===== src/iou_pkg.sv =====
// Shared types and constants of the overlap box tracker.
package iou_pkg;

   // Controller states, one-hot.
   typedef enum logic [8:0] {
      S_IDLE  = 9'b000000001,
      S_READ  = 9'b000000010,
      S_GEOM  = 9'b000000100,
      S_CMPW  = 9'b000001000,
      S_DONE  = 9'b000010000,
      S_FREAD = 9'b000100000,
      S_FDEC  = 9'b001000000,
      S_FEND  = 9'b010000000,
      S_SPARE = 9'b100000000
   } state_type;

   // Result status codes.
   localparam logic [2:0] ST_MATCHED = 3'd0;
   localparam logic [2:0] ST_INSERTED = 3'd1;
   localparam logic [2:0] ST_DROPPED = 3'd2;
   localparam logic [2:0] ST_LIVE = 3'd3;
   localparam logic [2:0] ST_EMPTY = 3'd4;

   // Input kinds.
   localparam logic KIND_DETECT = 1'b0;
   localparam logic KIND_FRAME_END = 1'b1;

   // Configuration register indexes.
   localparam logic [1:0] CSR_THRESHOLD = 2'd0;
   localparam logic [1:0] CSR_MATCH_CREDIT = 2'd1;
   localparam logic [1:0] CSR_NEW_CREDIT = 2'd2;

   localparam int THR_BITS = 7;
   localparam int CRED_ADD_BITS = 4;
   localparam int CREDIT_BITS = 8;
   localparam int SLOT_OUT_BITS = 4;

   localparam logic [THR_BITS-1:0] THR_RESET = 7'd80;
   localparam logic [CRED_ADD_BITS-1:0] MATCH_CREDIT_RESET = 4'd2;
   localparam logic [CRED_ADD_BITS-1:0] NEW_CREDIT_RESET = 4'd2;
   localparam logic [CREDIT_BITS-1:0] CREDIT_MAX = 8'hFF;
   localparam logic [THR_BITS-1:0] PCT_SCALE = 7'd100;

   // Handshake from the overlap unit back to the controller.
   typedef struct packed {
      logic done;
      logic hit;
   } geom_stat_type;

endpackage


===== src/iou_box_tracker.sv =====
// Top level of the overlap box tracker: slot table, sequencer and result port.
// Detection: the walk reads each slot in turn and runs the overlap test on each live one, stopping at the first hit;
//   the walk is bounded by the one-read-per-cycle slot memories and the 3-stage overlap unit.
// Frame end: every live slot's credit is decremented; one report per survivor, or one empty report if none survive.
// One transaction is in work at a time; a finished result waits in the output register.
// Synchronous reset frees all slots at once (per-slot live bits); box memory is not cleared.
module iou_box_tracker #(
   parameter int TABLE_SLOTS = 16,
   parameter int COORD_BITS = 12
) (
   input  logic                                  clock,
   input  logic                                  reset,
   // detection / frame-end transactions
   input  logic                                  req_valid,
   output logic                                  req_ready,
   input  logic                                  req_kind,
   input  logic [COORD_BITS-1:0]                 req_pos_x,
   input  logic [COORD_BITS-1:0]                 req_pos_y,
   input  logic [COORD_BITS-1:0]                 req_size_w,
   input  logic [COORD_BITS-1:0]                 req_size_h,
   // result transactions
   output logic                                  rsp_valid,
   input  logic                                  rsp_ready,
   output logic [2:0]                            rsp_status,
   output logic [iou_pkg::SLOT_OUT_BITS-1:0]     rsp_slot,
   output logic [COORD_BITS-1:0]                 rsp_box_x,
   output logic [COORD_BITS-1:0]                 rsp_box_y,
   output logic [COORD_BITS-1:0]                 rsp_box_w,
   output logic [COORD_BITS-1:0]                 rsp_box_h,
   output logic [iou_pkg::CREDIT_BITS-1:0]       rsp_credit,
   output logic                                  rsp_last,
   // configuration writes
   input  logic                                  csr_we,
   input  logic [1:0]                            csr_index,
   input  logic [iou_pkg::THR_BITS-1:0]          csr_wdata
);

   localparam int SW = (TABLE_SLOTS > 1) ? $clog2(TABLE_SLOTS) : 1;
   localparam int BW = 4 * COORD_BITS;
   localparam int CB = iou_pkg::CREDIT_BITS;
   localparam logic [SW-1:0] LAST_IDX = SW'(TABLE_SLOTS - 1);

   iou_pkg::state_type state_ff;

   // Configuration.
   logic [iou_pkg::THR_BITS-1:0]      threshold_ff;
   logic [iou_pkg::CRED_ADD_BITS-1:0] match_credit_ff;
   logic [iou_pkg::CRED_ADD_BITS-1:0] new_credit_ff;

   // Slot table: box and credit memories, live bits in flops.
   logic [BW-1:0] box_mem [TABLE_SLOTS];
   logic [CB-1:0] cred_mem [TABLE_SLOTS];
   logic [BW-1:0] box_rd_ff;
   logic [CB-1:0] cred_rd_ff;
   logic [TABLE_SLOTS-1:0] live_ff;

   // Transaction being worked.
   logic [COORD_BITS-1:0] det_x_ff, det_y_ff, det_w_ff, det_h_ff;
   logic [SW-1:0] idx_ff, free_idx_ff;
   logic free_found_ff, hit_ff;

   // Held survivor report; its last flag is known only once the walk moves on.
   logic pend_valid_ff;
   logic [SW-1:0] pend_slot_ff;
   logic [BW-1:0] pend_box_ff;
   logic [CB-1:0] pend_credit_ff;

   // Output register.
   logic rsp_valid_ff;
   logic [2:0] rsp_status_ff;
   logic [SW-1:0] rsp_slot_ff;
   logic [BW-1:0] rsp_box_ff;
   logic [CB-1:0] rsp_credit_ff;
   logic rsp_last_ff;

   iou_pkg::geom_stat_type geom_stat;

   logic out_free, idx_last, done_go, fdec_go, rd_en, cred_we, box_we, dec_zero;
   logic rsp_load;
   logic [SW-1:0] wr_addr;
   logic [CB-1:0] cred_wdata, match_c, ins_c, dec_c;
   logic [CB:0]   match_sum;
   logic [BW-1:0] det_box;

   assign det_box = {det_x_ff, det_y_ff, det_w_ff, det_h_ff};
   assign out_free = !rsp_valid_ff || rsp_ready;
   assign idx_last = (idx_ff == LAST_IDX);

   always_comb begin
      match_sum = {1'b0, cred_rd_ff} + (CB + 1)'(match_credit_ff);
      match_c = match_sum[CB] ? iou_pkg::CREDIT_MAX : match_sum[CB-1:0];
      ins_c = (new_credit_ff == '0) ? CB'(1) : CB'(new_credit_ff);
      dec_c = cred_rd_ff - CB'(1);
      dec_zero = (dec_c == '0);
      done_go = (state_ff == iou_pkg::S_DONE) && out_free;
      // stall a survivor only when the held report cannot move out
      fdec_go = (state_ff == iou_pkg::S_FDEC) && (dec_zero || !pend_valid_ff || out_free);
      // output register takes a new result this cycle
      rsp_load = done_go || (fdec_go && !dec_zero && pend_valid_ff)
                 || ((state_ff == iou_pkg::S_FEND) && out_free);
      rd_en = ((state_ff == iou_pkg::S_READ) || (state_ff == iou_pkg::S_FREAD))
              && live_ff[idx_ff];
      box_we = done_go && (hit_ff || free_found_ff);
      cred_we = box_we || fdec_go;
      wr_addr = ((state_ff == iou_pkg::S_DONE) && !hit_ff) ? free_idx_ff : idx_ff;
      if (state_ff == iou_pkg::S_FDEC) begin
         cred_wdata = dec_c;
      end else if (hit_ff) begin
         cred_wdata = match_c;
      end else begin
         cred_wdata = ins_c;
      end
   end

   // Slot memories: one write and one registered read per cycle. The sequencer
   // never reads a slot in the cycle it writes it, so no forwarding is needed.
   always_ff @(posedge clock) begin
      if (box_we) begin
         box_mem[wr_addr] <= det_box;
      end
      if (cred_we) begin
         cred_mem[wr_addr] <= cred_wdata;
      end
      if (rd_en) begin
         box_rd_ff <= box_mem[idx_ff];
         cred_rd_ff <= cred_mem[idx_ff];
      end
   end

   iou_geom #(
      .COORD_BITS(COORD_BITS)
   ) u_geom (
      .clock     (clock),
      .reset     (reset),
      .start     (state_ff == iou_pkg::S_GEOM),
      .det_x     (det_x_ff),
      .det_y     (det_y_ff),
      .det_w     (det_w_ff),
      .det_h     (det_h_ff),
      .box_x     (box_rd_ff[4*COORD_BITS-1:3*COORD_BITS]),
      .box_y     (box_rd_ff[3*COORD_BITS-1:2*COORD_BITS]),
      .box_w     (box_rd_ff[2*COORD_BITS-1:COORD_BITS]),
      .box_h     (box_rd_ff[COORD_BITS-1:0]),
      .threshold (threshold_ff),
      .stat      (geom_stat)
   );

   // Configuration writes; the user must write them only while the tracker is idle, the block does not enforce it.
   always_ff @(posedge clock) begin
      if (reset) begin
         threshold_ff <= iou_pkg::THR_RESET;
         match_credit_ff <= iou_pkg::MATCH_CREDIT_RESET;
         new_credit_ff <= iou_pkg::NEW_CREDIT_RESET;
      end else if (csr_we) begin
         case (csr_index)
            iou_pkg::CSR_THRESHOLD: threshold_ff <= csr_wdata;
            iou_pkg::CSR_MATCH_CREDIT: match_credit_ff <= csr_wdata[iou_pkg::CRED_ADD_BITS-1:0];
            iou_pkg::CSR_NEW_CREDIT: new_credit_ff <= csr_wdata[iou_pkg::CRED_ADD_BITS-1:0];
            default: ;
         endcase
      end
   end

   // Input capture.
   always_ff @(posedge clock) begin
      if (req_valid && req_ready) begin
         det_x_ff <= req_pos_x;
         det_y_ff <= req_pos_y;
         det_w_ff <= req_size_w;
         det_h_ff <= req_size_h;
      end
   end

   // Sequencer.
   always_ff @(posedge clock) begin
      if (reset) begin
         state_ff <= iou_pkg::S_IDLE;
         live_ff <= '0;
         idx_ff <= '0;
         free_idx_ff <= '0;
         free_found_ff <= 1'b0;
         hit_ff <= 1'b0;
         pend_valid_ff <= 1'b0;
         rsp_valid_ff <= 1'b0;
      end else begin
         if (rsp_valid_ff && rsp_ready && !rsp_load) begin
            rsp_valid_ff <= 1'b0;
         end
         case (state_ff)
            iou_pkg::S_IDLE: begin
               if (req_valid) begin
                  idx_ff <= '0;
                  free_found_ff <= 1'b0;
                  hit_ff <= 1'b0;
                  state_ff <= (req_kind == iou_pkg::KIND_FRAME_END) ?
                              iou_pkg::S_FREAD : iou_pkg::S_READ;
               end
            end
            iou_pkg::S_READ: begin
               if (live_ff[idx_ff]) begin
                  state_ff <= iou_pkg::S_GEOM;
               end else begin
                  // remember the lowest free slot
                  if (!free_found_ff) begin
                     free_found_ff <= 1'b1;
                     free_idx_ff <= idx_ff;
                  end
                  if (idx_last) begin
                     state_ff <= iou_pkg::S_DONE;
                  end else begin
                     idx_ff <= idx_ff + SW'(1);
                  end
               end
            end
            iou_pkg::S_GEOM: begin
               state_ff <= iou_pkg::S_CMPW;
            end
            iou_pkg::S_CMPW: begin
               if (geom_stat.done) begin
                  if (geom_stat.hit) begin
                     hit_ff <= 1'b1;
                     state_ff <= iou_pkg::S_DONE;
                  end else if (idx_last) begin
                     state_ff <= iou_pkg::S_DONE;
                  end else begin
                     idx_ff <= idx_ff + SW'(1);
                     state_ff <= iou_pkg::S_READ;
                  end
               end
            end
            iou_pkg::S_DONE: begin
               if (out_free) begin
                  rsp_valid_ff <= 1'b1;
                  rsp_box_ff <= det_box;
                  rsp_last_ff <= 1'b1;
                  if (hit_ff) begin
                     rsp_status_ff <= iou_pkg::ST_MATCHED;
                     rsp_slot_ff <= idx_ff;
                     rsp_credit_ff <= match_c;
                  end else if (free_found_ff) begin
                     rsp_status_ff <= iou_pkg::ST_INSERTED;
                     rsp_slot_ff <= free_idx_ff;
                     rsp_credit_ff <= ins_c;
                     live_ff[free_idx_ff] <= 1'b1;
                  end else begin
                     rsp_status_ff <= iou_pkg::ST_DROPPED;
                     rsp_slot_ff <= '0;
                     rsp_credit_ff <= '0;
                  end
                  state_ff <= iou_pkg::S_IDLE;
               end
            end
            iou_pkg::S_FREAD: begin
               if (live_ff[idx_ff]) begin
                  state_ff <= iou_pkg::S_FDEC;
               end else if (idx_last) begin
                  state_ff <= iou_pkg::S_FEND;
               end else begin
                  idx_ff <= idx_ff + SW'(1);
               end
            end
            iou_pkg::S_FDEC: begin
               if (fdec_go) begin
                  if (dec_zero) begin
                     live_ff[idx_ff] <= 1'b0;
                  end else begin
                     // release the previous survivor, hold this one
                     if (pend_valid_ff) begin
                        rsp_valid_ff <= 1'b1;
                        rsp_status_ff <= iou_pkg::ST_LIVE;
                        rsp_slot_ff <= pend_slot_ff;
                        rsp_box_ff <= pend_box_ff;
                        rsp_credit_ff <= pend_credit_ff;
                        rsp_last_ff <= 1'b0;
                     end
                     pend_valid_ff <= 1'b1;
                     pend_slot_ff <= idx_ff;
                     pend_box_ff <= box_rd_ff;
                     pend_credit_ff <= dec_c;
                  end
                  if (idx_last) begin
                     state_ff <= iou_pkg::S_FEND;
                  end else begin
                     idx_ff <= idx_ff + SW'(1);
                     state_ff <= iou_pkg::S_FREAD;
                  end
               end
            end
            iou_pkg::S_FEND: begin
               if (out_free) begin
                  rsp_valid_ff <= 1'b1;
                  rsp_last_ff <= 1'b1;
                  if (pend_valid_ff) begin
                     rsp_status_ff <= iou_pkg::ST_LIVE;
                     rsp_slot_ff <= pend_slot_ff;
                     rsp_box_ff <= pend_box_ff;
                     rsp_credit_ff <= pend_credit_ff;
                  end else begin
                     rsp_status_ff <= iou_pkg::ST_EMPTY;
                     rsp_slot_ff <= '0;
                     rsp_box_ff <= '0;
                     rsp_credit_ff <= '0;
                  end
                  pend_valid_ff <= 1'b0;
                  state_ff <= iou_pkg::S_IDLE;
               end
            end
            default: begin
               state_ff <= iou_pkg::S_IDLE;
            end
         endcase
      end
   end

   assign req_ready = (state_ff == iou_pkg::S_IDLE);
   assign rsp_valid = rsp_valid_ff;
   assign rsp_status = rsp_status_ff;
   assign rsp_slot = iou_pkg::SLOT_OUT_BITS'(rsp_slot_ff);
   assign rsp_box_x = rsp_box_ff[4*COORD_BITS-1:3*COORD_BITS];
   assign rsp_box_y = rsp_box_ff[3*COORD_BITS-1:2*COORD_BITS];
   assign rsp_box_w = rsp_box_ff[2*COORD_BITS-1:COORD_BITS];
   assign rsp_box_h = rsp_box_ff[COORD_BITS-1:0];
   assign rsp_credit = rsp_credit_ff;
   assign rsp_last = rsp_last_ff;

   // A held survivor report never outlives its frame-end walk.
   a_pend_idle: assert property (@(posedge clock) disable iff (reset)
      (state_ff == iou_pkg::S_IDLE) |-> !pend_valid_ff)
      else $error("survivor report held while idle");

   // The overlap unit reports only while the sequencer waits for it.
   a_geom_done: assert property (@(posedge clock) disable iff (reset)
      geom_stat.done |-> (state_ff == iou_pkg::S_CMPW))
      else $error("overlap result outside compare wait");

   // An inserted box is live afterwards.
   a_insert_live: assert property (@(posedge clock) disable iff (reset)
      (done_go && !hit_ff && free_found_ff) |=> live_ff[$past(free_idx_ff)])
      else $error("inserted slot not live");

   // Matched and inserted results always carry a nonzero credit.
   a_credit_live: assert property (@(posedge clock) disable iff (reset)
      (rsp_valid_ff && ((rsp_status_ff == iou_pkg::ST_MATCHED)
                        || (rsp_status_ff == iou_pkg::ST_INSERTED)))
      |-> (rsp_credit_ff != '0))
      else $error("live result with zero credit");

endmodule


===== src/iou_geom.sv =====
// Three-stage overlap test: intersection vs. bounding area against a percent threshold.
module iou_geom #(
   parameter int COORD_BITS = 12
) (
   input  logic                              clock,
   input  logic                              reset,
   input  logic                              start,
   input  logic [COORD_BITS-1:0]             det_x,
   input  logic [COORD_BITS-1:0]             det_y,
   input  logic [COORD_BITS-1:0]             det_w,
   input  logic [COORD_BITS-1:0]             det_h,
   input  logic [COORD_BITS-1:0]             box_x,
   input  logic [COORD_BITS-1:0]             box_y,
   input  logic [COORD_BITS-1:0]             box_w,
   input  logic [COORD_BITS-1:0]             box_h,
   input  logic [iou_pkg::THR_BITS-1:0]      threshold,
   output iou_pkg::geom_stat_type            stat
);

   localparam int EW = COORD_BITS + 1;
   localparam int PW = 2 * EW;
   localparam int LW = PW + iou_pkg::THR_BITS;

   logic [EW-1:0] dr, br, db, bb;
   logic [EW-1:0] il, ir, it, ib, ul, ur, ut, ub;
   logic [EW-1:0] iw, ih, bw, bh;
   logic [EW-1:0] iw_ff, ih_ff, bw_ff, bh_ff;
   logic [PW-1:0] inter_ff, bound_ff;
   logic [LW-1:0] lhs_ff, rhs_ff;
   logic v1_ff, v2_ff, v3_ff;

   always_comb begin
      dr = EW'(det_x) + EW'(det_w);
      br = EW'(box_x) + EW'(box_w);
      db = EW'(det_y) + EW'(det_h);
      bb = EW'(box_y) + EW'(box_h);
      il = (det_x > box_x) ? EW'(det_x) : EW'(box_x);
      ul = (det_x < box_x) ? EW'(det_x) : EW'(box_x);
      it = (det_y > box_y) ? EW'(det_y) : EW'(box_y);
      ut = (det_y < box_y) ? EW'(det_y) : EW'(box_y);
      ir = (dr < br) ? dr : br;
      ur = (dr > br) ? dr : br;
      ib = (db < bb) ? db : bb;
      ub = (db > bb) ? db : bb;
      iw = (ir > il) ? ir - il : '0;
      ih = (ib > it) ? ib - it : '0;
      bw = ur - ul;
      bh = ub - ut;
   end

   always_ff @(posedge clock) begin
      if (start) begin
         iw_ff <= iw;
         ih_ff <= ih;
         bw_ff <= bw;
         bh_ff <= bh;
      end
      if (v1_ff) begin
         inter_ff <= PW'(iw_ff) * PW'(ih_ff);
         bound_ff <= PW'(bw_ff) * PW'(bh_ff);
      end
      if (v2_ff) begin
         lhs_ff <= LW'(inter_ff) * LW'(iou_pkg::PCT_SCALE);
         rhs_ff <= LW'(bound_ff) * LW'(threshold);
      end
   end

   always_ff @(posedge clock) begin
      if (reset) begin
         v1_ff <= 1'b0;
         v2_ff <= 1'b0;
         v3_ff <= 1'b0;
      end else begin
         v1_ff <= start;
         v2_ff <= v1_ff;
         v3_ff <= v2_ff;
      end
   end

   assign stat.done = v3_ff;
   assign stat.hit = lhs_ff > rhs_ff;

endmodule

===== config.mk =====
export PLATFORM = sky130hd
export DESIGN_NAME = iou_box_tracker
export DESIGN_NICKNAME = d
export VERILOG_FILES = /design/src/iou_pkg.sv /design/src/iou_box_tracker.sv /design/src/iou_geom.sv
export SDC_FILE = /design/constraint.sdc
export NUM_CORES = 2
export LEC_CHECK = 0
export ABC_CLOCK_PERIOD_IN_PS = 6990
export BUFFER_PORTS_ARGS = -buffer_cell sky130_fd_sc_hd__buf_2
export CORE_AREA = 2 2 375 377
export CTS_BUF_LIST = sky130_fd_sc_hd__clkbuf_8
export CTS_CLUSTER_SIZE = 30
export DETAILED_ROUTE_END_ITERATION = 16
export DIE_AREA = 0 0 377 379
export PLACE_DENSITY = 0.73
export SYNTH_ARGS = -nofsm -noshare
export SYNTH_HDL_FRONTEND = slang
export SYNTH_HIERARCHICAL = 1
export SYNTH_SLANG_ARGS = --single-unit

===== constraint.sdc =====
create_clock -name clock -period 6.99 [get_ports clock]
set_input_delay 1.398 -clock clock [delete_from_list [all_inputs] [get_ports clock]]
set_output_delay 1.398 -clock clock [all_outputs]
set_load 0.05 [all_outputs]

; ---- Yosys cells after proc, flatten, opt, wreduce, memory -nomap -nowiden
; Memory sizes are Yosys's and may differ from the RTL's. A register that Yosys moved wholly into a read port is not among the register bits.
; Cells that the tools add are included.
[word_totals]
elab_cells = 256
n_memories = 2
mem_bits_rw = 896
ff_bits = 395
[op_classes]
eq_ne = 28
n_bitwise = 7
add_sub_neg = 11
mux = 104
multipliers = 4
magnitude_cmp = 15
reduce_logical = 51
[mem_list]
columns = name, words, width, rd, rd_clocked_by_memory_dff, wr, line_no
row1 = box_mem, 16, 48, 1, 1, 1, iou_box_tracker.sv:51  ; logic [BW-1:0] box_mem [TABLE_SLOTS];
row2 = cred_mem, 16, 8, 1, 1, 1, iou_box_tracker.sv:52  ; logic [CB-1:0] cred_mem [TABLE_SLOTS];
[ops]
columns = operator, n
row1 = 48-bit two-way mux, 6
row2 = 48-bit one-hot mux with 3 select lines, 1
row3 = 8-bit two-way mux, 11
row4 = 16-bit two-way mux, 5
row5 = 9-bit two-way mux, 8
row6 = 4-bit two-way mux, 17
row7 = 9-bit one-hot mux with 7 select lines, 1
row8 = 12-bit by 12-bit adder with 13-bit output, 4
row9 = 13-bit greater-than comparator, 4
row10 = 13-bit by 13-bit multiplier with 26-bit output, 2
row11 = 13-bit two-way mux, 4
row12 = 13-bit subtractor, 4
row13 = 12-bit two-way mux, 4
row14 = 33-bit greater-than comparator, 1
row15 = 26-bit by 7-bit multiplier with 33-bit output, 1
row16 = 16-bit one-hot mux with 2 select lines, 1
row17 = 26-bit by 5-bit multiplier with 31-bit output (second input constant), 1
row18 = 13-bit less-than comparator, 2
row19 = 2-bit != test (second input constant), 13
row20 = 12-bit greater-than comparator, 2
row21 = 12-bit less-than comparator, 2
row22 = 8-bit one-hot mux with 3 select lines, 1
row23 = 6-bit AND reduction, 4
row24 = 1-bit two-way mux, 23
row25 = 46 further kinds, 98

; ---- Depth between registers and ports, before layout
[depth]
depth_word = 16
depth_mapped = 36
depth_no_buf = 35

; ---- By module
; The synthesis kept the hierarchy.
[by_module_without_submodules]
columns = mod, cells_per_inst, seq_area_each_um2, area_each_um2, n_inst
row1 = iou_box_tracker, 2027, 34773.4, 44470.2, 1
row2 = iou_geom, 3398, 5104.9, 31243.7, 1

; ---- Worst setup path before layout
; No wires, ideal clock.
[synth_timing]
kind = register -> register
start = reg state_ff[5]
end = reg u_geom.bh_ff[0], enable pin
arrival_time_ps = 6321
setup_slack_ps = 54
t_required_ps = 6376
stages_incl_launch_ff = 5
cell_sequence = dfxtp_1 clkbuf_1 nor3_1 nand2_1 nor4b_1
[synth_between]
elab_chain_cells = 1
[synth_rtl]
columns = item, line_no
row1 = "start, declared", iou_box_tracker.sv:43  ; iou_pkg::state_type state_ff;
row2 = "start signal, assigned", iou_box_tracker.sv:177  ; state_ff <= iou_pkg::S_IDLE;
row3 = "start signal, assigned", iou_box_tracker.sv:195  ; state_ff <= (req_kind == iou_pkg::KIND_FRAME_END) ?
row4 = "start signal, assigned", iou_box_tracker.sv:201  ; state_ff <= iou_pkg::S_GEOM;
row5 = 9-bit by 3-bit equality test with 1-bit output, iou_box_tracker.sv:135  ; .start (state_ff == iou_pkg::S_GEOM),
row6 = "end signal, assigned", iou_geom.sv:56  ; bh_ff <= bh;
row7 = "end, declared", iou_geom.sv:27  ; logic [EW-1:0] iw_ff, ih_ff, bw_ff, bh_ff;
; Every way passes these cells.
; A chain may end at the register's enable or synchronous reset.

; ---- Worst setup path in the final report
[layout_timing]
start = reg box_rd_ff[24] (read register of box_mem)
end = reg u_geom.bh_ff[12] (data pin)
[layout_between]
elab_chain_cells = 4
[layout_rtl]
columns = item, line_no
row1 = "start, declared", iou_box_tracker.sv:53  ; logic [BW-1:0] box_rd_ff;
row2 = 12-bit by 12-bit adder with 13-bit output, iou_geom.sv:36  ; bb = EW'(box_y) + EW'(box_h);
row3 = 13-bit greater-than comparator, iou_geom.sv:44  ; ub = (db > bb) ? db : bb;
row4 = 13-bit two-way mux, iou_geom.sv:44
row5 = 13-bit subtractor *, iou_geom.sv:48  ; bh = ub - ut;
row6 = net u_geom.bh[12], iou_geom.sv:26  ; logic [EW-1:0] iw, ih, bw, bh;
; The timed path passes the listed nets; every way through them passes the cells marked *.

==> impl_metrics.toml <==
[min_path]
hold_depth = 0
hold_class = "reg2reg"
hold_start = "box_rd_ff[2]"

[synthesis]
netlist_area_sq_mm = 0.0757
synth-edff-count = 1292
seq_area_frac_synth_pct = 52.7
synth.avg_cell_area_sq_um = 14.0
yosysUniqueCellTypes = 84
yosysWarnings = 6
synthAdderAreaFrac_pct = 18.0
synthFlopType = "edfxtp_1"
synthArstFlopShare_pct = 0
synth_compound_area_share_pct = 5.60
yosys.area_share.simple_pct = 7.37
synth-xor-area-share_pct = 2.02
ys_ff_latch = 1346
synthCells = 5425
synth_top_family_by_area = "adder cells"
synth_nets = 6339
synth.area.mux_share_pct = 9.97

[worst_setup_path]
arrival_ns = 7.17
slowest_delay_ns = 0.47
crit_fanout = 13
crit_type = "reg2reg"
r2r_cells = 35
critPathSlowestCell = "fa_1"
rr_startpoint = "box_rd_ff[24]"
worstSetupStartpointType = "register"
critPathCaptureType = "register"
critPathRequiredTime_ns = 7.60
critPathLaunch = "box_rd_ff[24]"

[route]
wire_per_inst_microns = 23.7
vias = 45300
postRouteAntennaNets = 0
first_pass_iters = 6
viasPerCell = 5.90
route.detailed.drc = 0
drt_iter0_drc = 4331
drt_wl_total_microns = 182000

[clocking]
cts_tree = "built"
cts_inserted_buffers = 207
clk_pin_slew_ns = 0.07
cts_max_path_buffers = 3
htree_levels = 4
cts.sinks = 1346
ctsRootBufferMaster = "clkbuf_8"
worstSkewPairLatency_ns = 0.94

[global_route]
antenna_found_initial = 12
grt_start_max_net_pins = 139
grt_util_met3_pct = 4.97
grt_pass1_vias = 46600
grt_usage_pct = 26.0
grt.overflow.total = 0
grt_pass1_wl_microns = 279000
grt.met1_usage_pct = 34.9
grt-busiest-layer = "met2"
grtUsageMet2_pct = 43.6

[place]
gp_congestion = 0.933
port_buffers = 128
dp_hpwl_microns = 122000

[cells_and_area]
nets = 6614
area_growth_pct = 9.71
nFillCells = 10500
drive_gt1_share_pct = 15.1
utilization_pct = 59.8

[floorplan]
rows = 137
core_area_sq_mm = 0.139
start_util_pct = 54.5
ios = 129
dieHeight_microns = 379
dieArea_sq_mm = 0.143
die_w_microns = 377

[outcome]
status = "finished clean"

[timing]
tightest_slew_ns = 1.31
fmax_ghz = 0.152
slew_headroom_pct = 12.6
slew_viol_final = 0
holdWs_ns = 0.421
finalCritPeriodShare_pct = 93.9
hold_viol_final = 0
fin_skew_ns = 0.0683
setup_viol = 0
min_period_ns = 6.56
finalSetupTns_ns = 0

[power]
combPwrFrac_pct = 29.9
leakage_nw = 32.5
clockPowerShare_pct = 27.9
internal-power_mw = 15.8
seqPwrFrac_pct = 42.3
p_sw_mw = 7.43
power_density_mw_per_mm2 = 280
vdd_drop_max_mv = 0.247
switching_share_pct = 31.9

[run]
drv_cap = 0
per-stage QoR:
stage               area, sq um  power, mW  std cells  worst slack [ns]
floorplan                 75700       14.9       5425            0.0541
global placement          78900       16.7       7294             0.470
detailed placement        78900       16.8       7294             0.358
CTS                       83000       23.3       7675             0.291
global route              83100       24.3       7681          -0.00261
finish                    83100       23.2       7682             0.425
logic make-up after synthesis:
group | Yosys count
buffers and inverters | 878
muxes | 394
adders and majority gates | 852
DFF | 1346
AOI/OAI and AO/OA | 646
xor gates and xnor gates | 175
and+or+nand+nor | 1134
worst paths after layout:
check,end,slack (ns)
max reg2reg,u_geom/bh_ff[12],0.43
min,pend_box_ff[2],0.42
max,u_geom/bh_ff[12],0.43
min reg2reg,pend_box_ff[2],0.42
layout by cell type, fill, tap and decap left out, types with 10 or more instances in the layout:
cell type,count
o211ai_1,16
mux2i_1,81
and3_1,16
or2_2,10
a22o_1,50
or3_1,10
bufinv_16,12
fa_1,391
nand2_1,428
mux4_2,285
o21bai_1,18
nor2_1,145
nor2_4,18
inv_1,761
xor2_1,63
nand3_1,37
clkbuf_8,214
and2_1,221
mux2_2,24
clkinv_2,27
nor2b_1,71
a21oi_1,162
clkinv_1,50
o21ai_0,156
nor3_1,67
nand4_1,25
a211oi_1,16
o21a_1,30
a21o_1,99
dfxtp_1,48
nand2b_1,38
ha_1,460
buf_2,129
a31oi_1,12
buf_4,117
edfxtp_1,1292
xnor2_1,112
state kept, by name, indices dropped and copies added, names as in the netlist, 7 cells and up:
register / cells
det_h_ff: 12
rsp_credit: 8
pend_box_ff: 48
u_geom/rhs_ff: 33
threshold_ff: 7
cred_rd_ff: 8
box_rd_ff: 48
u_geom/inter_ff: 26
u_geom/lhs_ff: 31
u_geom/bound_ff: 26
det_y_ff: 12
cred_mem: 128
pend_credit_ff: 8
det_x_ff: 12
rsp_box_ff: 48
u_geom/iw_ff: 13
u_geom/ih_ff: 13
u_geom/bw_ff: 13
box_mem: 768
det_w_ff: 12
live_ff: 16
state_ff: 8
u_geom/bh_ff: 13
what timing repair did:
item | 4_1_cts | 5_1_grt
buffers inserted | 0 | 3
gates resized for setup | 0 | 3
hold buffers | 0 | 0
setup endpoints to repair | 0 | 9
per-layer routing:
metal / wire length, microns / part of all wire (%) / vias to the layer above
li1: - / - / 20100
met1: 72600 / 40 / 23100
met2: 89600 / 49 / 1889
met3: 15200 / 8.4 / 319
met4: 4530 / 2.5 / 4
met5: 27 / 0.015 / -
synth_stat cells (10+ instances only):
cell type  count  area share, %
ha_1         460            7.6
o21bai_1      18           0.18
a21o_1        99           0.98
nand2_1      428            2.1
a31oi_1       12          0.099
a21oi_1      164            1.1
or3_1         10          0.083
nor2b_1       71           0.59
clkbuf_1     144           0.71
xnor2_1      112            1.3
a211oi_1      16           0.16
a22o_1        50           0.58
nor2_1       163           0.81
nor3_1        68           0.45
buf_1         25           0.12
or2_2         10          0.083
o21ai_0      157            1.0
and2_1       221            1.8
o21a_1        30           0.30
and3_1        16           0.13
edfxtp_1    1292             51
nand4_1       25           0.21
mux2_2        24           0.36
o211ai_1      16           0.16
xor2_1        63           0.73
inv_1        697            3.5
nand3_1       37           0.24
mux4_2       285            8.5
mux2i_1       81            1.1
nand2b_1      38           0.31
dfxtp_1       54            1.4
fa_1         391             10
power by group through the flow:
stage / Combinational [mW] / Clock [mW] / Sequential, mW
after global placement: 6.75 / 0 / 9.99
after global routing: 7.58 / 6.91 / 9.85
final: 6.94 / 6.48 / 9.82
after detailed placement: 6.81 / 0 / 10.0
after floorplan: 4.93 / 0 / 9.99
after CTS: 6.86 / 6.59 / 9.83
final cells by class:
| class | count | area, sq um | share of cell area (%) |
|---|---|---|---|
| Sequential cell | 1346 | 39900 | 48.0 |
| Multi-Input combinational cell | 3201 | 32700 | 39.3 |
| Clock buffer | 214 | 2950 | 3.55 |
| Inverter | 697 | 2620 | 3.15 |
| Tap cell | 1807 | 2260 | 2.72 |
| Timing Repair Buffer | 247 | 1540 | 1.86 |
| Clock inverter | 167 | 1140 | 1.37 |
| Antenna cell | 3 | 7.51 | 0.00904 |
critical path: cells and delay by family, from the launching register on:
| family | cells | cell delay [ns] |
|---|---|---|
| DFF | 1 | 0.44 |
| xor gates and xnor gates | 2 | 0.35 |
| adders and majority gates | 6 | 1.68 |
| buffers and inverters | 4 | 0.42 |
| AOI/OAI and AO/OA | 17 | 2.76 |
| and+or+nand+nor | 6 | 0.61 |
No activity file was read; power rests on OpenSTA's default activity.
